### src/rtl/pngse_pkg.sv
// shared types, constants and byte helpers for the png stored-stream encoder
package pngse_pkg;

   localparam int DIM_W      = 15;
   localparam int MAX_DIM    = 16384;
   localparam int Q_DEPTH    = 4;
   localparam int Q_PTR_W    = $clog2(Q_DEPTH);
   localparam int Q_CNT_W    = $clog2(Q_DEPTH + 1);
   localparam int CSR_ADDR_W = 3;

   localparam logic [5:0]  HDR_LAST   = 6'd42;
   localparam logic [4:0]  TRL_LAST   = 5'd19;
   localparam logic [15:0] BLOCK_MAX  = 16'hFFFF;
   localparam logic [16:0] ADLER_MOD  = 17'd65521;
   localparam logic [31:0] CRC_POLY   = 32'hEDB88320;
   localparam logic [31:0] CRC_INIT   = 32'hFFFFFFFF;

   // register select is address bit 2
   localparam logic CSR_SEL_WIDTH  = 1'b0;
   localparam logic CSR_SEL_HEIGHT = 1'b1;

   typedef struct packed {
      logic [7:0]       red;
      logic [7:0]       green;
      logic [7:0]       blue;
      logic [7:0]       alpha;
      logic [DIM_W-1:0] width;
      logic [DIM_W-1:0] height;
      logic             start;
      logic             row_start;
      logic             finish;
      logic             trailer;
   } pngse_cmd_type;

   typedef enum logic [1:0] {
      PH_HDR,
      PH_RAW,
      PH_TRL
   } pngse_phase_type;

   function automatic logic [31:0] crc_byte(logic [31:0] c, logic [7:0] b);
      logic [31:0] x;
      x = c ^ {24'd0, b};
      for (int k = 0; k < 8; k++) begin
         x = x[0] ? (CRC_POLY ^ (x >> 1)) : (x >> 1);
      end
      return x;
   endfunction

   // big-endian byte s of a word
   function automatic logic [7:0] be_byte(logic [31:0] x, logic [1:0] s);
      logic [7:0] b;
      case (s)
         2'd0:    b = x[31:24];
         2'd1:    b = x[23:16];
         2'd2:    b = x[15:8];
         default: b = x[7:0];
      endcase
      return b;
   endfunction

   function automatic logic [7:0] sig_byte(logic [2:0] i);
      logic [7:0] b;
      case (i)
         3'd0:    b = 8'h89;
         3'd1:    b = 8'h50;
         3'd2:    b = 8'h4E;
         3'd3:    b = 8'h47;
         3'd4:    b = 8'h0D;
         3'd5:    b = 8'h0A;
         3'd6:    b = 8'h1A;
         default: b = 8'h0A;
      endcase
      return b;
   endfunction

endpackage

### src/rtl/pngse_front.sv
// front end: tracks raster position and turns each pixel into a queued command
module pngse_front (
   input  logic                        clock,
   input  logic                        reset,
   input  logic                        pix_valid,
   input  logic [31:0]                 pix_data,
   input  logic                        q_full,
   input  logic [pngse_pkg::DIM_W-1:0] cfg_width,
   input  logic [pngse_pkg::DIM_W-1:0] cfg_height,
   output logic                        q_push,
   output pngse_pkg::pngse_cmd_type    q_cmd
);
   import pngse_pkg::*;

   logic             started_ff, started_in;
   logic             pending_ff, pending_in;
   logic [DIM_W-1:0] col_ff, col_in, row_ff, row_in;
   logic [DIM_W-1:0] run_w_ff, run_w_in, run_h_ff, run_h_in;
   logic             st, row_end, img_end;
   logic [DIM_W-1:0] w_use, h_use, col_cur, row_cur, col_inc, row_inc;

   function automatic logic [DIM_W-1:0] clamp_dim(logic [DIM_W-1:0] v);
      logic [DIM_W-1:0] r;
      if (v == '0) r = DIM_W'(1);
      else if (v > DIM_W'(MAX_DIM)) r = DIM_W'(MAX_DIM);
      else r = v;
      return r;
   endfunction

   always_comb begin
      st      = !started_ff;
      w_use   = st ? clamp_dim(cfg_width) : run_w_ff;
      h_use   = st ? clamp_dim(cfg_height) : run_h_ff;
      col_cur = st ? '0 : col_ff;
      row_cur = st ? '0 : row_ff;
      col_inc = col_cur + DIM_W'(1);
      row_inc = row_cur + DIM_W'(1);
      row_end = col_inc >= w_use;
      img_end = row_end && (row_inc >= h_use);

      q_push          = pix_valid && !q_full;
      q_cmd.red       = pix_data[7:0];
      q_cmd.green     = pix_data[15:8];
      q_cmd.blue      = pix_data[23:16];
      q_cmd.alpha     = pix_data[31:24];
      q_cmd.width     = w_use;
      q_cmd.height    = h_use;
      q_cmd.trailer   = pending_ff;
      q_cmd.start     = st && !pending_ff;
      q_cmd.row_start = col_cur == '0;
      q_cmd.finish    = img_end && !st && !pending_ff;

      started_in = started_ff;
      pending_in = pending_ff;
      col_in     = col_ff;
      row_in     = row_ff;
      run_w_in   = run_w_ff;
      run_h_in   = run_h_ff;
      if (q_push) begin
         if (pending_ff) begin
            pending_in = 1'b0;
            started_in = 1'b0;
         end else begin
            // a one-pixel image defers its closing bytes to the next beat
            started_in = !img_end || st;
            pending_in = img_end && st;
            run_w_in   = w_use;
            run_h_in   = h_use;
            col_in     = row_end ? '0 : col_inc;
            row_in     = row_end ? (img_end ? '0 : row_inc) : row_cur;
         end
      end
   end

   always_ff @(posedge clock) begin
      if (reset) begin
         started_ff <= 1'b0;
         pending_ff <= 1'b0;
         col_ff     <= '0;
         row_ff     <= '0;
         run_w_ff   <= DIM_W'(1);
         run_h_ff   <= DIM_W'(1);
      end else begin
         started_ff <= started_in;
         pending_ff <= pending_in;
         col_ff     <= col_in;
         row_ff     <= row_in;
         run_w_ff   <= run_w_in;
         run_h_ff   <= run_h_in;
      end
   end

endmodule

### src/rtl/pngse_queue.sv
// short command queue between front and back
module pngse_queue (
   input  logic                     clock,
   input  logic                     reset,
   input  logic                     push,
   input  pngse_pkg::pngse_cmd_type push_cmd,
   input  logic                     pop,
   output pngse_pkg::pngse_cmd_type head_cmd,
   output logic                     full,
   output logic                     empty
);
   import pngse_pkg::*;

   pngse_cmd_type      slot_ff [Q_DEPTH];
   logic [Q_PTR_W-1:0] wr_ff, rd_ff;
   logic [Q_CNT_W-1:0] cnt_ff;

   assign full     = cnt_ff == Q_CNT_W'(Q_DEPTH);
   assign empty    = cnt_ff == '0;
   assign head_cmd = slot_ff[rd_ff];

   always_ff @(posedge clock) begin
      if (push) begin
         slot_ff[wr_ff] <= push_cmd;
      end
   end

   always_ff @(posedge clock) begin
      if (reset) begin
         wr_ff  <= '0;
         rd_ff  <= '0;
         cnt_ff <= '0;
      end else begin
         if (push) wr_ff <= wr_ff + Q_PTR_W'(1);
         if (pop)  rd_ff <= rd_ff + Q_PTR_W'(1);
         cnt_ff <= cnt_ff + Q_CNT_W'(push) - Q_CNT_W'(pop);
      end
   end

endmodule

### src/rtl/pngse_back.sv
// back end: byte sequencer with crc-32, adler-32 and stored-block framing
module pngse_back (
   input  logic                     clock,
   input  logic                     reset,
   input  pngse_pkg::pngse_cmd_type head_cmd,
   input  logic                     q_empty,
   output logic                     q_pop,
   output logic                     out_valid,
   input  logic                     out_ready,
   output logic [7:0]               out_byte,
   output logic                     out_run_end,
   output logic                     out_file_end
);
   import pngse_pkg::*;

   pngse_phase_type phase_ff, phase_in, cur_phase;
   logic        busy_ff, busy_in;
   logic [5:0]  idx_ff, idx_in, cur_idx;
   logic [2:0]  sel_ff, sel_in, cur_sel;
   logic [2:0]  bh_ff, bh_in;
   logic [15:0] fill_ff, fill_in;
   logic [30:0] rem_ff, rem_in;
   logic [31:0] crc_ff, crc_in;
   logic [15:0] alo_ff, alo_in, ahi_ff, ahi_in;
   logic        valid_ff;
   logic [7:0]  byte_ff;
   logic        last_ff, fend_ff;

   // idat length pipeline, settles long before the length is sent
   logic [30:0] raw_ff;
   logic [31:0] x_ff;
   logic [16:0] qe_ff, blocks_ff;
   logic [31:0] idat_ff;
   logic [31:0] prod;
   logic [31:0] x_calc;
   logic [32:0] qsum, qmul, qrem;

   logic        adv, crc_en, crc_init, done, fend;
   logic [7:0]  b;
   logic [15:0] n;
   logic [16:0] fill_inc, lo_sum, hi_sum;
   logic [30:0] rem_dec;
   logic [5:0]  off;

   always_comb begin
      prod   = {15'd0, head_cmd.width, 2'b01} * {17'd0, head_cmd.height};
      x_calc = {1'b0, raw_ff} + 32'd65534;
      qsum   = {1'b0, x_calc} + {17'd0, x_calc[31:16]};
      qmul   = {qe_ff, 16'd0} - {16'd0, qe_ff};
      qrem   = {1'b0, x_ff} - qmul;
   end

   always_ff @(posedge clock) begin
      raw_ff    <= prod[30:0];
      x_ff      <= x_calc;
      qe_ff     <= qsum[32:16];
      blocks_ff <= qe_ff + 17'(qrem >= 33'd65535);
      idat_ff   <= {1'b0, raw_ff} + {13'd0, blocks_ff, 2'b00} + {15'd0, blocks_ff} + 32'd6;
   end

   always_comb begin
      adv = !q_empty && (!valid_ff || out_ready);
      if (busy_ff) begin
         cur_phase = phase_ff;
         cur_idx   = idx_ff;
         cur_sel   = sel_ff;
      end else begin
         cur_phase = head_cmd.trailer ? PH_TRL : (head_cmd.start ? PH_HDR : PH_RAW);
         cur_idx   = '0;
         cur_sel   = head_cmd.row_start ? 3'd0 : 3'd1;
      end

      phase_in = cur_phase;
      idx_in   = cur_idx + 6'd1;
      sel_in   = cur_sel;
      bh_in    = bh_ff;
      fill_in  = fill_ff;
      rem_in   = rem_ff;
      alo_in   = alo_ff;
      ahi_in   = ahi_ff;
      crc_en   = 1'b0;
      crc_init = 1'b0;
      done     = 1'b0;
      fend     = 1'b0;
      b        = 8'h00;
      n        = (rem_ff < 31'(BLOCK_MAX)) ? rem_ff[15:0] : BLOCK_MAX;
      fill_inc = {1'b0, fill_ff} + 17'd1;
      rem_dec  = (rem_ff != '0) ? rem_ff - 31'd1 : '0;
      lo_sum   = '0;
      hi_sum   = '0;
      off      = '0;

      case (cur_phase)
         PH_HDR: begin
            if (cur_idx < 6'd8) b = sig_byte(cur_idx[2:0]);
            else if (cur_idx == 6'd11) b = 8'd13;
            else if (cur_idx == 6'd12) b = 8'h49;
            else if (cur_idx == 6'd13) b = 8'h48;
            else if (cur_idx == 6'd14) b = 8'h44;
            else if (cur_idx == 6'd15) b = 8'h52;
            else if (cur_idx >= 6'd16 && cur_idx < 6'd20)
               b = be_byte({17'd0, head_cmd.width}, cur_idx[1:0]);
            else if (cur_idx >= 6'd20 && cur_idx < 6'd24)
               b = be_byte({17'd0, head_cmd.height}, cur_idx[1:0]);
            else if (cur_idx == 6'd24) b = 8'd8;
            else if (cur_idx == 6'd25) b = 8'd6;
            else if (cur_idx >= 6'd29 && cur_idx < 6'd33) begin
               off = cur_idx - 6'd29;
               b   = be_byte(~crc_ff, off[1:0]);
            end else if (cur_idx >= 6'd33 && cur_idx < 6'd37) begin
               off = cur_idx - 6'd33;
               b   = be_byte(idat_ff, off[1:0]);
            end
            else if (cur_idx == 6'd37) b = 8'h49;
            else if (cur_idx == 6'd38) b = 8'h44;
            else if (cur_idx == 6'd39) b = 8'h41;
            else if (cur_idx == 6'd40) b = 8'h54;
            else if (cur_idx == 6'd41) b = 8'h78;
            else if (cur_idx == 6'd42) b = 8'h01;
            crc_en   = (cur_idx >= 6'd12 && cur_idx <= 6'd28) || cur_idx >= 6'd37;
            crc_init = cur_idx == 6'd12 || cur_idx == 6'd37;
            if (cur_idx == HDR_LAST) begin
               // zlib stream opens: block and checksum state restart
               phase_in = PH_RAW;
               sel_in   = 3'd0;
               rem_in   = raw_ff;
               fill_in  = '0;
               bh_in    = '0;
               alo_in   = 16'd1;
               ahi_in   = 16'd0;
            end
         end
         PH_RAW: begin
            crc_en = 1'b1;
            if (fill_ff == '0 && bh_ff < 3'd5) begin
               // stored block header
               case (bh_ff)
                  3'd0:    b = {7'd0, 31'(n) == rem_ff};
                  3'd1:    b = n[7:0];
                  3'd2:    b = n[15:8];
                  3'd3:    b = ~n[7:0];
                  default: b = ~n[15:8];
               endcase
               bh_in = bh_ff + 3'd1;
            end else begin
               case (cur_sel)
                  3'd0:    b = 8'h00;
                  3'd1:    b = head_cmd.red;
                  3'd2:    b = head_cmd.green;
                  3'd3:    b = head_cmd.blue;
                  default: b = head_cmd.alpha;
               endcase
               bh_in  = '0;
               lo_sum = {1'b0, alo_ff} + {9'd0, b};
               if (lo_sum >= ADLER_MOD) lo_sum = lo_sum - ADLER_MOD;
               hi_sum = {1'b0, ahi_ff} + lo_sum;
               if (hi_sum >= ADLER_MOD) hi_sum = hi_sum - ADLER_MOD;
               alo_in = lo_sum[15:0];
               ahi_in = hi_sum[15:0];
               rem_in = rem_dec;
               fill_in = (fill_inc >= {1'b0, BLOCK_MAX} || rem_dec == '0) ? '0 : fill_inc[15:0];
               if (cur_sel == 3'd4) begin
                  if (head_cmd.finish) begin
                     phase_in = PH_TRL;
                     idx_in   = '0;
                  end else begin
                     done = 1'b1;
                  end
               end else begin
                  sel_in = cur_sel + 3'd1;
               end
            end
         end
         PH_TRL: begin
            if (cur_idx < 6'd4) b = be_byte({ahi_ff, alo_ff}, cur_idx[1:0]);
            else if (cur_idx < 6'd8) b = be_byte(~crc_ff, cur_idx[1:0]);
            else if (cur_idx == 6'd12) b = 8'h49;
            else if (cur_idx == 6'd13) b = 8'h45;
            else if (cur_idx == 6'd14) b = 8'h4E;
            else if (cur_idx == 6'd15) b = 8'h44;
            else if (cur_idx >= 6'd16) b = be_byte(~crc_ff, cur_idx[1:0]);
            crc_en   = cur_idx < 6'd4 || (cur_idx >= 6'd12 && cur_idx < 6'd16);
            crc_init = cur_idx == 6'd12;
            if (cur_idx[4:0] == TRL_LAST) begin
               done = 1'b1;
               fend = 1'b1;
            end
         end
         default: begin
            done = 1'b1;
         end
      endcase

      crc_in  = crc_en ? crc_byte(crc_init ? CRC_INIT : crc_ff, b) : crc_ff;
      busy_in = !done;
      q_pop   = adv && done;
   end

   always_ff @(posedge clock) begin
      if (reset) begin
         busy_ff  <= 1'b0;
         phase_ff <= PH_HDR;
         idx_ff   <= '0;
         sel_ff   <= '0;
         bh_ff    <= '0;
         fill_ff  <= '0;
         rem_ff   <= '0;
         crc_ff   <= CRC_INIT;
         alo_ff   <= 16'd1;
         ahi_ff   <= 16'd0;
         valid_ff <= 1'b0;
      end else begin
         if (adv) begin
            busy_ff  <= busy_in;
            phase_ff <= phase_in;
            idx_ff   <= idx_in;
            sel_ff   <= sel_in;
            bh_ff    <= bh_in;
            fill_ff  <= fill_in;
            rem_ff   <= rem_in;
            crc_ff   <= crc_in;
            alo_ff   <= alo_in;
            ahi_ff   <= ahi_in;
            valid_ff <= 1'b1;
         end else if (out_ready) begin
            valid_ff <= 1'b0;
         end
      end
   end

   always_ff @(posedge clock) begin
      if (adv) begin
         byte_ff <= b;
         last_ff <= done;
         fend_ff <= fend;
      end
   end

   assign out_valid    = valid_ff;
   assign out_byte     = byte_ff;
   assign out_run_end  = last_ff;
   assign out_file_end = fend_ff;

endmodule

### src/rtl/png_stored_stream_encoder_unit.sv
// top level of the png stored-stream encoder: register port, front, queue, back
//
//  channel | dir | beat                              | accepted when
//  req_    | in  | one rgba pixel                    | req_tvalid & req_tready
//  rsp_    | out | one file byte, tlast, tuser       | rsp_tvalid & rsp_tready
//  csr_    | in  | image_width @0, image_height @4   | psel & penable & pwrite
//
// one output byte per cycle while the sink is ready and a command is queued:
// 4 bytes a pixel, 5 at a row start, +5 per block header (one per 65535 raw bytes)
// first pixel of a file adds 43 header bytes, the last pixel 20 closing bytes;
// for a one-pixel image the closing bytes go out on the next pixel beat
// the byte-wide output register sets the rate; a 4-entry command queue lets
// the pixel side keep going while the byte side is stalled
// reset is synchronous and clears control state; dimensions reset to 1
module png_stored_stream_encoder_unit (
   input  logic        clock,
   input  logic        reset,
   input  logic        req_tvalid,
   output logic        req_tready,
   input  logic [31:0] req_tdata,   // red, green, blue, alpha
   output logic        rsp_tvalid,
   input  logic        rsp_tready,
   output logic [7:0]  rsp_tdata,   // out_byte
   output logic        rsp_tlast,   // run_end
   output logic        rsp_tuser,   // file_end
   input  logic        csr_psel,
   input  logic        csr_penable,
   input  logic        csr_pwrite,
   input  logic [pngse_pkg::CSR_ADDR_W-1:0] csr_paddr,
   input  logic [31:0] csr_pwdata,
   output logic [31:0] csr_prdata,
   output logic        csr_pready
);
   import pngse_pkg::*;

   logic [DIM_W-1:0] width_ff, height_ff;
   logic             csr_wr;
   logic             q_push, q_pop, q_full, q_empty;
   pngse_cmd_type    push_cmd, head_cmd;

   // register port, always ready, address bit 2 picks the register
   assign csr_pready = 1'b1;
   assign csr_wr     = csr_psel && csr_penable && csr_pwrite && csr_pready;

   always_ff @(posedge clock) begin
      if (reset) begin
         width_ff  <= DIM_W'(1);
         height_ff <= DIM_W'(1);
      end else if (csr_wr) begin
         if (csr_paddr[2] == CSR_SEL_WIDTH)  width_ff  <= csr_pwdata[DIM_W-1:0];
         if (csr_paddr[2] == CSR_SEL_HEIGHT) height_ff <= csr_pwdata[DIM_W-1:0];
      end
   end

   always_comb begin
      case (csr_paddr[2])
         CSR_SEL_WIDTH:  csr_prdata = {17'd0, width_ff};
         CSR_SEL_HEIGHT: csr_prdata = {17'd0, height_ff};
         default:        csr_prdata = '0;
      endcase
   end

   // front takes a pixel whenever the queue has room
   assign req_tready = !q_full;

   pngse_front u_front (
      .clock      (clock),
      .reset      (reset),
      .pix_valid  (req_tvalid),
      .pix_data   (req_tdata),
      .q_full     (q_full),
      .cfg_width  (width_ff),
      .cfg_height (height_ff),
      .q_push     (q_push),
      .q_cmd      (push_cmd)
   );

   pngse_queue u_queue (
      .clock    (clock),
      .reset    (reset),
      .push     (q_push),
      .push_cmd (push_cmd),
      .pop      (q_pop),
      .head_cmd (head_cmd),
      .full     (q_full),
      .empty    (q_empty)
   );

   pngse_back u_back (
      .clock        (clock),
      .reset        (reset),
      .head_cmd     (head_cmd),
      .q_empty      (q_empty),
      .q_pop        (q_pop),
      .out_valid    (rsp_tvalid),
      .out_ready    (rsp_tready),
      .out_byte     (rsp_tdata),
      .out_run_end  (rsp_tlast),
      .out_file_end (rsp_tuser)
   );

   // the final file byte always closes its run
   a_fend_last: assert property (@(posedge clock) disable iff (reset)
      rsp_tvalid && rsp_tuser |-> rsp_tlast)
      else $error("file end without run end");

   // the iend crc always ends in 0x82
   a_fend_byte: assert property (@(posedge clock) disable iff (reset)
      rsp_tvalid && rsp_tuser |-> rsp_tdata == 8'h82)
      else $error("bad closing byte");

   // the back end never retires a command the queue does not hold
   a_pop_ok: assert property (@(posedge clock) disable iff (reset)
      q_pop |-> !q_empty)
      else $error("pop from empty queue");

endmodule

### config.mk
export PLATFORM = sky130hd
export DESIGN_NAME = png_stored_stream_encoder_unit
export DESIGN_NICKNAME = d
export VERILOG_FILES = /design/src/rtl/pngse_pkg.sv /design/src/rtl/pngse_front.sv /design/src/rtl/pngse_queue.sv /design/src/rtl/pngse_back.sv /design/src/rtl/png_stored_stream_encoder_unit.sv
export SDC_FILE = /design/constraint.sdc
export NUM_CORES = 2
export LEC_CHECK = 0
export ABC_AREA = 1
export ABC_CLOCK_PERIOD_IN_PS = 8100
export BUFFER_PORTS_ARGS = -buffer_cell sky130_fd_sc_hd__buf_2
export CORE_MARGIN = 3
export CORE_UTILIZATION = 60
export DETAILED_ROUTE_END_ITERATION = 8
export GPL_ROUTABILITY_DRIVEN = 0
export PLACE_DENSITY = 0.77
export SKIP_CTS_REPAIR_TIMING = 1
export SLEW_MARGIN = 15
export SYNTH_ARGS = -nofsm -noshare
export SYNTH_HDL_FRONTEND = slang
export SYNTH_SLANG_ARGS = --single-unit
### constraint.sdc
create_clock -name clock -period 8.1 [get_ports clock]
set_input_delay 2.025 -clock clock [delete_from_list [all_inputs] [get_ports clock]]
set_output_delay 2.025 -clock clock [all_outputs]
set_load 0.03 [all_outputs]
==> key figures <==
Min path
  • Hold/Removal Path Class: register to register
  • Worst Hold Endpoint: u_back.blocks_ff[15]
  • Hold Crit Start: u_back.qe_ff[15]
  • Hold Path Depth: 1

Synthesis
  • Cell area after synthesis: 0.04466 mm2
  • Post-synth ARST share: 0%
  • Post-synth cell types: 68
  • Number of flops mapped to enable cells by yosys: 274
  • Post-Syn Instances: 5682
  • Ys Warns: 0
  • Syn Area/Cell: 7.859 um2
  • Post-synthesis sequential area ratio: 34.43%
  • Primary FF master, synth: dfxtp_1
  • FF+latch count, synth: 631

Run
  • Max cap viols: 0

Detailed routing
  • Wirelength per Cell: 17.86 um
  • Drt drc: 0
  • 1st-iter DRT viols: 3376
  • DRT antenna net count: 0
  • Vias per cell: 5.800
  • Pre-antenna DRT Iters: 6
  • Drt total wl: 119.9 mm
  • DR vias: 38960

Status
  • Outcome: finished, final reports clean

Die
  • Die height: 278.8 um
  • I/O pin cnt: 119
  • Starting Density: 60.90%
  • Core area: 0.07333 mm2
  • Die area: 0.07774 mm2
  • # rows: 99
  • Die Wd: 278.8 um

STA
  • Post-layout min period: 7422 ps
  • Final setup fails: 0
  • Least-Margin Pin Slew: 1149 ps
  • Final hold violations: 0
  • Max Freq: 134.7 MHz
  • Fin. max-slew vios: 0
  • RSZ-0062 raised after global routing: false
  • Clk_skew: 49.41 ps
  • Ratio of final minimum period to clock period: 91.63%
  • Worst rel slew slack: 23.39%
  • TNS Setup: 0 ps

Final layout
  • Area Growth Syn to Fin: 8.097%
  • Layout cells sized above 1: 7.226%
  • Layout Nets: 6284
  • Most frequent cells in the layout: 1284 x nand2_1, 726 x inv_1, 487 x nor2_1
  • Commonest non-fill, non-tap cell in the layout: nand2_1

Clocking
  • CTS tree: yes
  • CTS Buf Count: 69
  • CTS clk-pin slew, worst paths: 60 ps
  • CTS Sinks: 631
  • Worst skew pair latency: 650 ps
  • Root Driver: clkbuf_16
  • Longest Clk Path Bufs: 3
  • H-tree Lvls: 3

Setup path
  • Worst Reg-to-Reg Cells: 28
  • Startpoint Class: register
  • Most frequent CP cell: fa_1
  • Critical path class: register to register
  • CP Capture Type: register
  • Worst Path Arrival: 7970 ps
  • Critical Path Fanout Max: 55
  • CP max stage cell: fa_1
  • Slowest stage delay, CP: 560 ps
  • Capturing point of the worst reg2reg path: u_back.raw_ff[28]
  • Reg2reg setup slack: 680 ps
  • Critical path required time: 8650 ps

GRT
  • GR Util All Layers: 30.38%
  • First-pass GRT wire length: 191.3 mm
  • Largest net degree at the start of global routing: 102
  • Initial antenna violation count: 0
  • Vias in the first global route: 37380
  • Total gr overflow: 0

Placed design
  • Hpwl dp: 87.92 mm
  • Number of buffers added on ports: 81
worst max-delay path by stage:
stage                  start                 to  cells after the start
floorplan           register  u_back.ahi_ff[13]                     53
global placement    register   u_back.ahi_ff[2]                     46
detailed placement  register   u_back.ahi_ff[2]                     46
CTS                 register   u_back.ahi_ff[2]                     46
global route        register   u_back.ahi_ff[2]                     49
finish              register  u_back.raw_ff[28]                     28
state kept, by name (all words and copies together) (netlist names), 16 cells and up, named ones only:
name and flops:
u_queue.slot_ff 264, u_back.crc_ff 32, u_back.idat_ff 32, u_back.x_ff 32, u_back.raw_ff 31, u_back.rem_ff 31, u_back.blocks_ff 17, u_back.qe_ff 17
u_back.ahi_ff 16, u_back.alo_ff 16, u_back.fill_ff 16
layout make-up:
class                           instances  area, um2
Timing Repair Buffer                  143      918.4
Tap cell                              959       1200
Fill cell                            6139      25060
Inverter                              765       2874
Multi-Input combinational cell       4091      25530
Sequential cell                       631      15380
Antenna cell                            1      2.502
Clock buffer                           94       1931
Clock inverter                         33      436.7
through the flow:
stage	setup slack (ps)	util (%)	hold slack (ps)	instances	instance area (um2)
finish	678.3	65.83	447.2	6717	48270
global route	30.50	65.83	483.0	6716	48270
CTS	539.2	65.71	451.1	6713	48190
detailed placement	573.8	62.49	440.5	6586	45820
global placement	674.6	62.49	435.7	6586	45820
floorplan	1323	-	380.0	5699	44720
cell usage after synthesis, drive strengths merged (3+ instances only):
master / instances / area (um2)
nand2: 1331 / 5159
inv: 753 / 2829
nor2: 518 / 2054
a21oi: 410 / 2082
dfxtp: 357 / 7147
nand3: 346 / 1827
o21ai: 318 / 1607
ha: 311 / 3891
edfxtp: 274 / 8228
fa: 198 / 3964
xor2: 163 / 1428
clkbuf: 118 / 442.9
buf: 96 / 594.3
nand4: 77 / 488.0
nor3: 58 / 315.3
o22ai: 58 / 362.9
xnor2: 45 / 394.1
o211ai: 27 / 202.7
a31oi: 24 / 162.7
nor4: 21 / 137.6
nand3b: 16 / 120.1
or2: 16 / 100.1
a211oi: 15 / 112.6
a21o: 14 / 105.1
o221ai: 14 / 122.6
a21boi: 12 / 90.09
clkinv: 12 / 45.04
a22oi: 11 / 82.58
a32oi: 9 / 78.83
o21bai: 9 / 75.07
o31ai: 9 / 67.56
a221oi: 6 / 52.55
and2: 6 / 37.54
nor3b: 6 / 45.04
o21a: 6 / 45.04
mux2i: 3 / 30.03
per-layer routing:
metal | global-route usage (%) | routed length (um) | vias to the layer above
met5 | 0 | 0 | -
li1 | - | - | 18660
met4 | 14.02 | 5909 | 0
met2 | 50.40 | 55720 | 1779
met3 | 4.331 | 9527 | 368
met1 | 39.61 | 48780 | 18150
worst max-delay path, delay by kind of cell, from the launching register on:
family	cells	cell delay, ps
adder cells (fa/ha/maj)	7	3390
buffers and inverters	7	1230
XOR/XNOR	1	180
AND/OR/NAND/NOR	5	510
flip-flops	1	370
AO/OA/AOI/OAI	8	1610
cells by family (layout without fill, tap and decap cells):
logic type	after synthesis	count (layout)	share of synthesized area, %
other	2	20	0.01682
buffers and inverters	979	1035	8.759
adders and majority gates	509	509	17.59
AOI/OAI and AO/OA	955	955	12.03
and+or+nand+nor	2395	2397	23.03
muxes	3	3	0.06725
DFF	631	631	34.43
xor gates and xnor gates	208	208	4.079
Power is not shown: default switching activity piles up to over one toggle a cycle in this logic, so the estimate is an artifact.
